**src/rtl/core/pfe_pkg.sv**
```systemverilog
// ----------------------------------------------------------------------------
// Postfix evaluator package
// Shared types, character codes, status codes and the sequencer's microcode
// program for the postfix expression evaluator.
// ----------------------------------------------------------------------------
package pfe_pkg;

  localparam int DATA_W          = 32;
  localparam int BAL_W           = 17;
  localparam int SYM_W           = 8;
  localparam int STACK_DEPTH_DEF = 32;

  // ASCII codes the block reacts to.
  localparam logic [SYM_W-1:0] CH_PLUS  = 8'h2B;
  localparam logic [SYM_W-1:0] CH_MINUS = 8'h2D;
  localparam logic [SYM_W-1:0] CH_MUL   = 8'h2A;
  localparam logic [SYM_W-1:0] CH_DIV   = 8'h2F;
  localparam logic [SYM_W-1:0] CH_ZERO  = 8'h30;
  localparam logic [SYM_W-1:0] CH_NINE  = 8'h39;

  typedef enum logic [2:0] {
    ST_OK    = 3'd0,
    ST_UNBAL = 3'd1,
    ST_UNDER = 3'd2,
    ST_DIVZ  = 3'd3,
    ST_OVER  = 3'd4
  } status_e;

  typedef struct packed {
    logic [SYM_W-1:0] symbol;
    logic             last;
  } in_beat_t;

  typedef struct packed {
    logic signed [DATA_W-1:0] value;
    status_e                  status;
  } out_beat_t;

  // Divider handshake between the sequencer and the division unit.
  typedef struct packed {
    logic              start;
    logic [DATA_W-1:0] dividend;
    logic [DATA_W-1:0] divisor;
  } div_req_t;

  typedef struct packed {
    logic              done;
    logic [DATA_W-1:0] quotient;
  } div_rsp_t;

  // Microcode: how the step counter moves on.
  typedef enum logic [3:0] {
    SQ_NEXT     = 4'd0,
    SQ_JUMP     = 4'd1,
    SQ_WAIT_IN  = 4'd2,
    SQ_DISPATCH = 4'd3,
    SQ_UNDER    = 4'd4,
    SQ_OPSEL    = 4'd5,
    SQ_ZERO     = 4'd6,
    SQ_WAIT_DIV = 4'd7,
    SQ_LAST     = 4'd8,
    SQ_WAIT_OUT = 4'd9
  } seq_e;

  // Microcode: what the datapath does in the step.
  typedef enum logic [3:0] {
    ACT_NONE      = 4'd0,
    ACT_LATCH     = 4'd1,
    ACT_PUSH      = 4'd2,
    ACT_OPCHK     = 4'd3,
    ACT_RD_SECOND = 4'd4,
    ACT_CAP_B     = 4'd5,
    ACT_ALU_WB    = 4'd6,
    ACT_DIV_GO    = 4'd7,
    ACT_DIV_WB    = 4'd8,
    ACT_RD_FINAL  = 4'd9,
    ACT_EMIT      = 4'd10
  } act_e;

  localparam int PC_W = 4;

  localparam logic [PC_W-1:0] PC_FETCH    = 4'd0;
  localparam logic [PC_W-1:0] PC_DISPATCH = 4'd1;
  localparam logic [PC_W-1:0] PC_PUSH     = 4'd2;
  localparam logic [PC_W-1:0] PC_OPCHK    = 4'd3;
  localparam logic [PC_W-1:0] PC_RDA      = 4'd4;
  localparam logic [PC_W-1:0] PC_RDB      = 4'd5;
  localparam logic [PC_W-1:0] PC_ALU      = 4'd6;
  localparam logic [PC_W-1:0] PC_DIV_GO   = 4'd7;
  localparam logic [PC_W-1:0] PC_DIV_WAIT = 4'd8;
  localparam logic [PC_W-1:0] PC_END      = 4'd9;
  localparam logic [PC_W-1:0] PC_EMIT     = 4'd10;

  typedef struct packed {
    seq_e            seq;
    act_e            act;
    logic [PC_W-1:0] target;
  } ucode_t;

  // The program. Unused addresses fall back to the fetch step.
  function automatic ucode_t ucode_rom(input logic [PC_W-1:0] pc);
    ucode_t uc;
    unique case (pc)
      PC_FETCH:    uc = '{seq: SQ_WAIT_IN,  act: ACT_LATCH,     target: PC_DISPATCH};
      PC_DISPATCH: uc = '{seq: SQ_DISPATCH, act: ACT_NONE,      target: PC_END};
      PC_PUSH:     uc = '{seq: SQ_JUMP,     act: ACT_PUSH,      target: PC_END};
      PC_OPCHK:    uc = '{seq: SQ_UNDER,    act: ACT_OPCHK,     target: PC_END};
      PC_RDA:      uc = '{seq: SQ_NEXT,     act: ACT_RD_SECOND, target: PC_RDB};
      PC_RDB:      uc = '{seq: SQ_OPSEL,    act: ACT_CAP_B,     target: PC_DIV_GO};
      PC_ALU:      uc = '{seq: SQ_JUMP,     act: ACT_ALU_WB,    target: PC_END};
      PC_DIV_GO:   uc = '{seq: SQ_ZERO,     act: ACT_DIV_GO,    target: PC_END};
      PC_DIV_WAIT: uc = '{seq: SQ_WAIT_DIV, act: ACT_DIV_WB,    target: PC_END};
      PC_END:      uc = '{seq: SQ_LAST,     act: ACT_RD_FINAL,  target: PC_FETCH};
      PC_EMIT:     uc = '{seq: SQ_WAIT_OUT, act: ACT_EMIT,      target: PC_FETCH};
      default:     uc = '{seq: SQ_JUMP,     act: ACT_NONE,      target: PC_FETCH};
    endcase
    return uc;
  endfunction

  function automatic logic sym_is_digit(input logic [SYM_W-1:0] sym);
    return (sym >= CH_ZERO) && (sym <= CH_NINE);
  endfunction

  function automatic logic sym_is_op(input logic [SYM_W-1:0] sym);
    return (sym == CH_PLUS) || (sym == CH_MINUS) || (sym == CH_MUL) || (sym == CH_DIV);
  endfunction

endpackage

```
**src/rtl/core/pfe_div.sv**
```systemverilog
// ----------------------------------------------------------------------------
// Postfix evaluator divider
// Signed 32-bit restoring divider, one quotient bit per cycle, truncating
// toward zero. The quotient wraps for the most negative value by minus one.
// ----------------------------------------------------------------------------
module pfe_div (
  input  logic              clk_i,
  input  logic              rst_ni,
  input  pfe_pkg::div_req_t req_i,
  output pfe_pkg::div_rsp_t rsp_o
);
  import pfe_pkg::*;

  localparam int ITER_W = $clog2(DATA_W);

  typedef enum logic [2:0] {
    DS_IDLE = 3'b001,
    DS_RUN  = 3'b010,
    DS_DONE = 3'b100
  } div_state_e;

  div_state_e        state_q, state_d;
  logic [ITER_W-1:0] iter_q;
  logic [DATA_W:0]   rem_q;
  logic [DATA_W-1:0] quo_q;
  logic [DATA_W-1:0] dvs_q;
  logic              neg_q;

  logic [DATA_W-1:0] dvd_abs;
  logic [DATA_W-1:0] dvs_abs;
  logic [DATA_W:0]   rem_sh;
  logic [DATA_W:0]   diff;

  assign dvd_abs = req_i.dividend[DATA_W-1] ? (~req_i.dividend + 1'b1) : req_i.dividend;
  assign dvs_abs = req_i.divisor[DATA_W-1]  ? (~req_i.divisor + 1'b1)  : req_i.divisor;
  assign rem_sh  = {rem_q[DATA_W-1:0], quo_q[DATA_W-1]};
  assign diff    = rem_sh - {1'b0, dvs_q};

  always_comb begin
    state_d = state_q;
    unique case (state_q)
      DS_IDLE: if (req_i.start) state_d = DS_RUN;
      DS_RUN:  if (iter_q == '0) state_d = DS_DONE;
      DS_DONE: state_d = DS_IDLE;
      default: state_d = DS_IDLE;
    endcase
  end

  always_ff @(posedge clk_i or negedge rst_ni) begin
    if (!rst_ni) begin
      state_q <= DS_IDLE;
    end else begin
      state_q <= state_d;
    end
  end

  always_ff @(posedge clk_i) begin
    if (state_q == DS_IDLE && req_i.start) begin
      rem_q  <= '0;
      quo_q  <= dvd_abs;
      dvs_q  <= dvs_abs;
      neg_q  <= req_i.dividend[DATA_W-1] ^ req_i.divisor[DATA_W-1];
      iter_q <= ITER_W'(DATA_W - 1);
    end else if (state_q == DS_RUN) begin
      iter_q <= iter_q - 1'b1;
      if (!diff[DATA_W]) begin
        rem_q <= diff;
        quo_q <= {quo_q[DATA_W-2:0], 1'b1};
      end else begin
        rem_q <= rem_sh;
        quo_q <= {quo_q[DATA_W-2:0], 1'b0};
      end
    end
  end

  assign rsp_o.done     = (state_q == DS_DONE);
  assign rsp_o.quotient = neg_q ? (~quo_q + 1'b1) : quo_q;

endmodule

```
**src/rtl/core/postfix_expression_evaluator.sv**
```systemverilog
// ----------------------------------------------------------------------------
// Postfix expression evaluator
// Evaluates a postfix expression one ASCII character per input beat on a
// signed 32-bit operand stack and returns the top of stack with a status.
// ----------------------------------------------------------------------------
//
//   Channel  Direction  Payload     Handshake
//   -------  ---------  ----------  -------------------------------------
//   in       sink       in_beat_t   in_valid_i / in_stall_o
//   out      source     out_beat_t  out_valid_o / out_stall_i
//
// A digit goes through fetch, dispatch, push and end check, and an ignored
// code goes from dispatch straight to the end check. An operator that finds
// fewer than two operands goes from its check to the end check, and + - or *
// read the two operands one after the other, since the stack memory has a
// single read port.
// A division holds the sequencer while the bit-serial divider runs; a
// division by zero skips the divider.
// The last character of an expression adds one emit step; that step waits
// only while the output register still holds an untaken result.
// Reset clears the step counter, stack count, balance, error and output
// valid; stack entries need no reset since only written entries are read.
// ----------------------------------------------------------------------------
module postfix_expression_evaluator #(
  parameter int STACK_DEPTH = pfe_pkg::STACK_DEPTH_DEF
) (
  input  logic               clk_i,
  input  logic               rst_ni,
  input  logic               in_valid_i,
  output logic               in_stall_o,
  input  pfe_pkg::in_beat_t  in_data_i,
  output logic               out_valid_o,
  input  logic               out_stall_i,
  output pfe_pkg::out_beat_t out_data_o
);
  import pfe_pkg::*;

  // Address width of the stack and width of the count, which must hold the
  // full depth itself.
  localparam int AW = (STACK_DEPTH > 1) ? $clog2(STACK_DEPTH) : 1;
  localparam int CW = $clog2(STACK_DEPTH + 1);

  // Sequencer.
  logic [PC_W-1:0] pc_q, pc_d;
  ucode_t          uc;
  logic            step_go;
  logic            in_acc;
  logic            out_busy;

  // Architectural state.
  logic [CW-1:0]    cnt_q, cnt_d;
  logic [BAL_W-1:0] bal_q, bal_d;
  status_e          err_q, err_d;
  logic [SYM_W-1:0] sym_q;
  logic             last_q;
  logic [DATA_W-1:0] a_q, b_q;

  // Stack memory with one write and one registered read port.
  logic [DATA_W-1:0] stack_mem [STACK_DEPTH];
  logic [DATA_W-1:0] rd_data_q;
  logic              mem_we, mem_re;
  logic [AW-1:0]     mem_waddr, mem_raddr;
  logic [DATA_W-1:0] mem_wdata;

  logic [AW-1:0]     addr_top, addr_second;
  logic [2*DATA_W-1:0] prod;
  logic [DATA_W-1:0] alu_res;
  logic              cnt_lt2;
  logic              stack_full;

  // Result register.
  logic      out_valid_q;
  out_beat_t out_data_q;
  out_beat_t emit_beat;
  logic      emit_fire;

  div_req_t div_req;
  div_rsp_t div_rsp;

  assign uc       = ucode_rom(pc_q);
  assign in_acc   = in_valid_i && !in_stall_o;
  assign out_busy = out_valid_q && out_stall_i;

  // Only the fetch step takes a beat; everything else is internal work.
  assign in_stall_o = (uc.seq != SQ_WAIT_IN);

  // A waiting step performs its action only in the cycle that it leaves.
  always_comb begin
    case (uc.seq)
      SQ_WAIT_IN:  step_go = in_acc;
      SQ_WAIT_DIV: step_go = div_rsp.done;
      SQ_WAIT_OUT: step_go = !out_busy;
      default:     step_go = 1'b1;
    endcase
  end

  assign cnt_lt2     = (cnt_q < CW'(2));
  assign stack_full  = (cnt_q == CW'(STACK_DEPTH));
  assign addr_top    = AW'(cnt_q - CW'(1));
  assign addr_second = AW'(cnt_q - CW'(2));

  // Next step: sequential, jump, a jump taken on a condition, or a hold while a waiting step waits.
  always_comb begin
    pc_d = pc_q + 1'b1;
    unique case (uc.seq)
      SQ_NEXT:     pc_d = pc_q + 1'b1;
      SQ_JUMP:     pc_d = uc.target;
      SQ_WAIT_IN:  pc_d = in_acc ? uc.target : pc_q;
      SQ_DISPATCH: begin
        if (sym_is_digit(sym_q)) begin
          pc_d = PC_PUSH;
        end else if (sym_is_op(sym_q)) begin
          pc_d = PC_OPCHK;
        end else begin
          pc_d = uc.target;
        end
      end
      SQ_UNDER:    pc_d = cnt_lt2 ? uc.target : pc_q + 1'b1;
      SQ_OPSEL:    pc_d = (sym_q == CH_DIV) ? uc.target : pc_q + 1'b1;
      SQ_ZERO:     pc_d = (a_q == '0) ? uc.target : pc_q + 1'b1;
      SQ_WAIT_DIV: pc_d = div_rsp.done ? uc.target : pc_q;
      SQ_LAST:     pc_d = last_q ? pc_q + 1'b1 : uc.target;
      SQ_WAIT_OUT: pc_d = out_busy ? pc_q : uc.target;
      default:     pc_d = PC_FETCH;
    endcase
  end

  // Plus, minus and multiply all take B as the left operand. The product
  // keeps its low word, which is the wrapped 32-bit result.
  assign prod = b_q * a_q;
  always_comb begin
    case (sym_q)
      CH_PLUS:  alu_res = b_q + a_q;
      CH_MINUS: alu_res = b_q - a_q;
      default:  alu_res = prod[DATA_W-1:0];
    endcase
  end

  // The end-of-expression verdict. A wrong balance overrides any other
  // error; otherwise the first error recorded wins.
  always_comb begin
    emit_beat.value = '0;
    if (bal_q != BAL_W'(1)) begin
      emit_beat.status = ST_UNBAL;
    end else if (err_q != ST_OK) begin
      emit_beat.status = err_q;
    end else if (cnt_q == '0) begin
      emit_beat.status = ST_UNDER;
    end else begin
      emit_beat.status = ST_OK;
      emit_beat.value  = rd_data_q;
    end
  end

  // Datapath control decoded from the action field of the control word.
  always_comb begin
    cnt_d     = cnt_q;
    bal_d     = bal_q;
    err_d     = err_q;
    mem_we    = 1'b0;
    mem_re    = 1'b0;
    mem_waddr = addr_second;
    mem_raddr = addr_top;
    mem_wdata = alu_res;
    emit_fire = 1'b0;
    div_req.start    = 1'b0;
    div_req.dividend = b_q;
    div_req.divisor  = a_q;
    if (step_go) begin
      unique case (uc.act) inside
        ACT_NONE, ACT_CAP_B: begin
        end
        ACT_LATCH: begin
          if (sym_is_digit(in_data_i.symbol)) begin
            bal_d = bal_q + 1'b1;
          end else if (sym_is_op(in_data_i.symbol)) begin
            bal_d = bal_q - 1'b1;
          end
        end
        ACT_PUSH: begin
          if (stack_full) begin
            if (err_q == ST_OK) err_d = ST_OVER;
          end else begin
            mem_we    = 1'b1;
            mem_waddr = AW'(cnt_q);
            mem_wdata = DATA_W'(sym_q - CH_ZERO);
            cnt_d     = cnt_q + 1'b1;
          end
        end
        ACT_OPCHK: begin
          if (cnt_lt2) begin
            if (err_q == ST_OK) err_d = ST_UNDER;
          end else begin
            mem_re = 1'b1;
          end
        end
        ACT_RD_SECOND: begin
          mem_re    = 1'b1;
          mem_raddr = addr_second;
        end
        ACT_ALU_WB: begin
          mem_we = 1'b1;
          cnt_d  = cnt_q - 1'b1;
        end
        ACT_DIV_GO: begin
          if (a_q == '0) begin
            if (err_q == ST_OK) err_d = ST_DIVZ;
            mem_we    = 1'b1;
            mem_wdata = '0;
            cnt_d     = cnt_q - 1'b1;
          end else begin
            div_req.start = 1'b1;
          end
        end
        ACT_DIV_WB: begin
          mem_we    = 1'b1;
          mem_wdata = div_rsp.quotient;
          cnt_d     = cnt_q - 1'b1;
        end
        ACT_RD_FINAL: begin
          mem_re = last_q && (cnt_q != '0);
        end
        ACT_EMIT: begin
          emit_fire = 1'b1;
          cnt_d     = '0;
          bal_d     = '0;
          err_d     = ST_OK;
        end
        default: begin
        end
      endcase
    end
  end

  always_ff @(posedge clk_i or negedge rst_ni) begin
    if (!rst_ni) begin
      pc_q        <= PC_FETCH;
      cnt_q       <= '0;
      bal_q       <= '0;
      err_q       <= ST_OK;
      out_valid_q <= 1'b0;
    end else begin
      pc_q  <= pc_d;
      cnt_q <= cnt_d;
      bal_q <= bal_d;
      err_q <= err_d;
      if (emit_fire) begin
        out_valid_q <= 1'b1;
      end else if (!out_stall_i) begin
        out_valid_q <= 1'b0;
      end
    end
  end

  // Payload registers: the fetched beat, the two operands and the result.
  always_ff @(posedge clk_i) begin
    if (uc.act == ACT_LATCH && step_go) begin
      sym_q  <= in_data_i.symbol;
      last_q <= in_data_i.last;
    end
    if (uc.act == ACT_RD_SECOND) begin
      a_q <= rd_data_q;
    end
    if (uc.act == ACT_CAP_B) begin
      b_q <= rd_data_q;
    end
    if (emit_fire) begin
      out_data_q <= emit_beat;
    end
  end

  always_ff @(posedge clk_i) begin
    if (mem_we) begin
      stack_mem[mem_waddr] <= mem_wdata;
    end
    if (mem_re) begin
      rd_data_q <= stack_mem[mem_raddr];
    end
  end

  pfe_div u_div (
    .clk_i  (clk_i),
    .rst_ni (rst_ni),
    .req_i  (div_req),
    .rsp_o  (div_rsp)
  );

  assign out_valid_o = out_valid_q;
  assign out_data_o  = out_data_q;

`ifndef NO_ASSERTIONS
  // The stack count never goes past the depth.
  a_cnt_bound: assert property (@(posedge clk_i) disable iff (!rst_ni)
    cnt_q <= CW'(STACK_DEPTH))
    else $error("stack count exceeds depth");

  // A result only appears after the emit step.
  a_emit_src: assert property (@(posedge clk_i) disable iff (!rst_ni)
    $rose(out_valid_q) |-> $past(pc_q) == PC_EMIT)
    else $error("result raised outside the emit step");

  // Emitting a result leaves the block clean for the next expression.
  a_emit_clear: assert property (@(posedge clk_i) disable iff (!rst_ni)
    (emit_fire) |=> (cnt_q == '0 && bal_q == '0 && err_q == ST_OK))
    else $error("state not cleared after a result");

  // The divider only finishes while the sequencer waits for it.
  a_div_sync: assert property (@(posedge clk_i) disable iff (!rst_ni)
    div_rsp.done |-> pc_q == PC_DIV_WAIT)
    else $error("divider done outside the wait step");

  // A good status is only reported for a balanced expression.
  a_ok_bal: assert property (@(posedge clk_i) disable iff (!rst_ni)
    (emit_fire && emit_beat.status == ST_OK) |-> bal_q == BAL_W'(1))
    else $error("good status on an unbalanced expression");
`endif

endmodule
```
**config.mk**
```make
export PLATFORM = sky130hd
export DESIGN_NAME = postfix_expression_evaluator
export DESIGN_NICKNAME = d
export VERILOG_FILES = /design/src/rtl/core/pfe_pkg.sv /design/src/rtl/core/pfe_div.sv /design/src/rtl/core/postfix_expression_evaluator.sv
export SDC_FILE = /design/constraint.sdc
export NUM_CORES = 2
export LEC_CHECK = 0
export BUFFER_PORTS_ARGS = -buffer_cell sky130_fd_sc_hd__buf_4
export CORE_MARGIN = 1
export CORE_UTILIZATION = 45
export DETAILED_ROUTE_END_ITERATION = 8
export SLEW_MARGIN = 10
export SYNTH_ARGS = -nofsm -noshare
export SYNTH_HDL_FRONTEND = slang
export SYNTH_HIERARCHICAL = 1
export SYNTH_SLANG_ARGS = --single-unit
```
**constraint.sdc**
```tcl
create_clock -name clk_i -period 8.1 [get_ports clk_i]
set_input_delay 0.405 -clock clk_i [delete_from_list [all_inputs] [get_ports clk_i]]
set_output_delay 0.405 -clock clk_i [all_outputs]
set_load 0.05 [all_outputs]
```
==> summary.txt <==
Synth-to-Final Area Change: 12.0%
CTS tree: built
Via count normalized by instance count: 5.76
Setup Total Neg Slack: 0 ps
IO Port Bufs: 49
Crit path DAT: 8340 ps
Drt first-iter violations: 5085
Clock insertion delay at the later pin of the skew report: 790 ps
Count of yosys warnings during synthesis: 6
Global-route wire length before repair: 322000 µm
Sum of overflow across all layers after global routing: 0
Antenna violations before repair: 13
CTS Buffer Depth: 3
Overall fraction of global-route tracks in use: 26.4%
Share of final-layout standard cells stronger than drive strength 1: 9.36%
Finished Cell Area: 0.0821 mm²
Core box area: 0.161 mm²
Most used flip-flop cell after synthesis: edfxtp_1
Top fanout value on the critical path: 32
Pin slew with the least headroom to its limit: 1340 ps
Count of maximum capacitance violations: 0
Highest Signal Layer: met5
H-Tree Depth: 4
Count of clock tree sinks: 1300
Remaining max-slew budget at the tightest pin: 10.3%
Post-synth net total: 6904
Clk Tree Root Cell: clkbuf_16
Floorplan die area: 0.164 mm²
Clock transition at the register clock pins on the worst setup and hold paths after CTS: 60 ps
Met2 layer wire length in the routed design: 104000 µm
Mean post-synth cell area: 11.7 µm²
Clock period minus worst slack: 7860 ps
Worst Path Required: 8580 ps
Share of synthesized flip-flops with an asynchronous set or reset: 2.62%
Effective utilization at floorplan: 45.5%
Top achievable clock speed: 127 MHz
Area share of the largest cell type after synthesis: 50.4%
Largest area contributor in the synthesized netlist: edfxtp_1
Routed length per instance: 25.0 µm
Met3 layer wire length in the routed design: 15200 µm
Synthesized netlist cell count: 6272
Vias after detailed routing: 49.7k
Startpoint type of the worst setup path: flip-flop
Number of unique standard cell types used by synthesis: 106
Number of enable flip-flop cells after synthesis: 1229
Ranking of synthesized cells by instance count: edfxtp_1 (1229), nand2_1 (1160), inv_1 (457), fa_1 (410), and2_1 (345)
Number of max-slew violations in the final report: 0
Metal-1 WL: 89900 µm
Vertical die dimension: 406 µm
Horiz. Die Dim: 406 µm
Post-Route Skew: 43.5 ps
Global placer's final weighted congestion: 0.907
Final hold slack: 152 ps
Largest net degree at the start of global routing: 147
DR pass1 iterations: 6
Site row count: 147
Result of the run: finished clean
Setup violation total in the final timing report: 0
Antenna Violating Nets Remaining: 0
Final net count: 6989
Register bit count reported by yosys: 1300
TritonCTS buffer count: 141
Class of the most critical setup path: reg -> reg
HPWL Detailed: 140000 µm
R2r setup slk: 240 ps
Cell with the most instances after synthesis: edfxtp_1
Fraction of the cycle the final worst path needs: 97.0%
Classification of the worst-slack hold path: in -> async
Final wirelength: 216000 µm
Number of global-route vias before repair: 49.0k
Boundary Pins: 50
Worst setup EP type: flip-flop
Total standard cell area after synthesis: 0.0733 mm²
Dominant cells by area after synthesis: edfxtp_1 (50%), fa_1 (11%), nand2_1 (5.9%)
Final hold violation count: 0
Fraction of the yosys area taken by sequential cells: 52.5%
Instance area at placement: 0.0774 mm²
DRC viols: 0
==> worst paths after layout <==
| kind | from | to | cells after the start |
|---|---|---|---|
| setup / recovery | a_q[2] | stack_mem[20][28] | 24 |
| hold / removal | rst_ni | err_q[2] | 2 |
| setup reg to reg | a_q[2] | stack_mem[20][28] | 24 |
| hold reg to reg | rd_data_q[31] | a_q[31] | 0 |
| max in group asynchronous | rst_ni | u_div/state_q[0] | 2 |
| min in group clk_i | in_data_i[8] | sym_q[7] | 2 |
==> critical path, stage by stage, from the launching register on <==
cell and delay, ps:
edfxtp_1 500, buf_4 240, and2_1 190, fa_1 530, inv_1 50, fa_1 490
fa_1 460, fa_1 560, inv_1 60, fa_1 480, fa_1 580, fa_1 450
fa_1 460, ha_1 380, a21oi_2 170, o21bai_2 90, or4b_1 480, o22ai_1 150
buf_4 160, o31ai_1 90, xnor2_1 270, a21oi_1 120, a221oi_2 250, o22ai_2 140
buf_6 200
==> per-stage QoR <==
step,setup slack [ps],std cells,util [%]
after floorplan,70.9,6272,-
after detailed placement,150,8355,48.0
after global routing,-7.71,8623,50.9
after global placement,101,8355,48.0
final,240,8626,51.0
after CTS,80.8,8614,50.9
==> logic make-up after synthesis <==
family	count (synthesis)	synth area share (%)
simple gates	2251	14.4
buf+inv	806	4.39
xor+xnor	285	3.42
compound gates	815	7.79
mux	196	2.68
flops	1300	52.5
fa+ha+maj	619	14.8
==> cell usage in the layout, fill, tap and decap left out, types with 35 or more instances in the layout <==
cell / Yosys / routed
edfxtp_1: 1229 / 1229
nand2_1: 1160 / 1159
inv_1: 457 / 457
fa_1: 410 / 410
and2_1: 345 / 344
nand3_1: 300 / 299
buf_4: 8 / 261
ha_1: 209 / 209
mux2i_1: 193 / 193
xnor2_1: 185 / 185
o21ai_0: 154 / 153
a21oi_1: 152 / 150
clkbuf_16: 0 / 144
nor2_1: 160 / 126
xor2_1: 99 / 99
a32oi_1: 98 / 98
nand4_1: 85 / 85
a21o_1: 56 / 55
o31ai_1: 46 / 42
dfxtp_1: 37 / 37
a221oi_1: 38 / 36
clkbuf_1: 197 / 35
==> flip-flops by register name (all words and copies together), names as in the netlist <==
name and count:
rd_data_q 32, b_q 32, u_div/quo_q 32, err_q 3, u_div/dvs_q 32, u_div/state_q 3
a_q 32, cnt_q 6, bal_q 17, u_div/iter_q 5, pc_q 4, u_div/rem_q 32
out_valid_o 1, sym_q 8, out_data_o 35, u_div/neg_q 1, stack_mem 1024, last_q 1
==> layout make-up <==
| class | instances | area, µm² |
|---|---|---|
| antenna | 4 | 10.0 |
| clock buffer | 180 | 3750 |
| clock inverter | 68 | 736 |
| fill | 14200 | 79000 |
| inverter | 458 | 1720 |
| multi-input combinational | 4166 | 32300 |
| sequential | 1300 | 38500 |
| tap | 2160 | 2700 |
| timing repair buffer | 290 | 2420 |
==> what timing repair did <==
| action | 4_1_cts | 5_1_grt |
|---|---|---|
| endpoints found under the setup margin | 0 | 185 |
| buffers inserted | 0 | 8 |
| hold endpoints to repair | 44 | 0 |
| gates resized for setup | 0 | 10 |
| hold buffers | 11 | 0 |
==> routing by layer <==
metal | vias to the layer above | track usage (%)
li1 | 22200 | -
met1 | 25200 | 36.2
met2 | 1917 | 43.7
met3 | 333 | 3.77
met4 | 4 | 7.58
met5 | - | 0
Power is not shown: default switching activity piles up to over one toggle a cycle in this logic, so the estimate is an artifact.
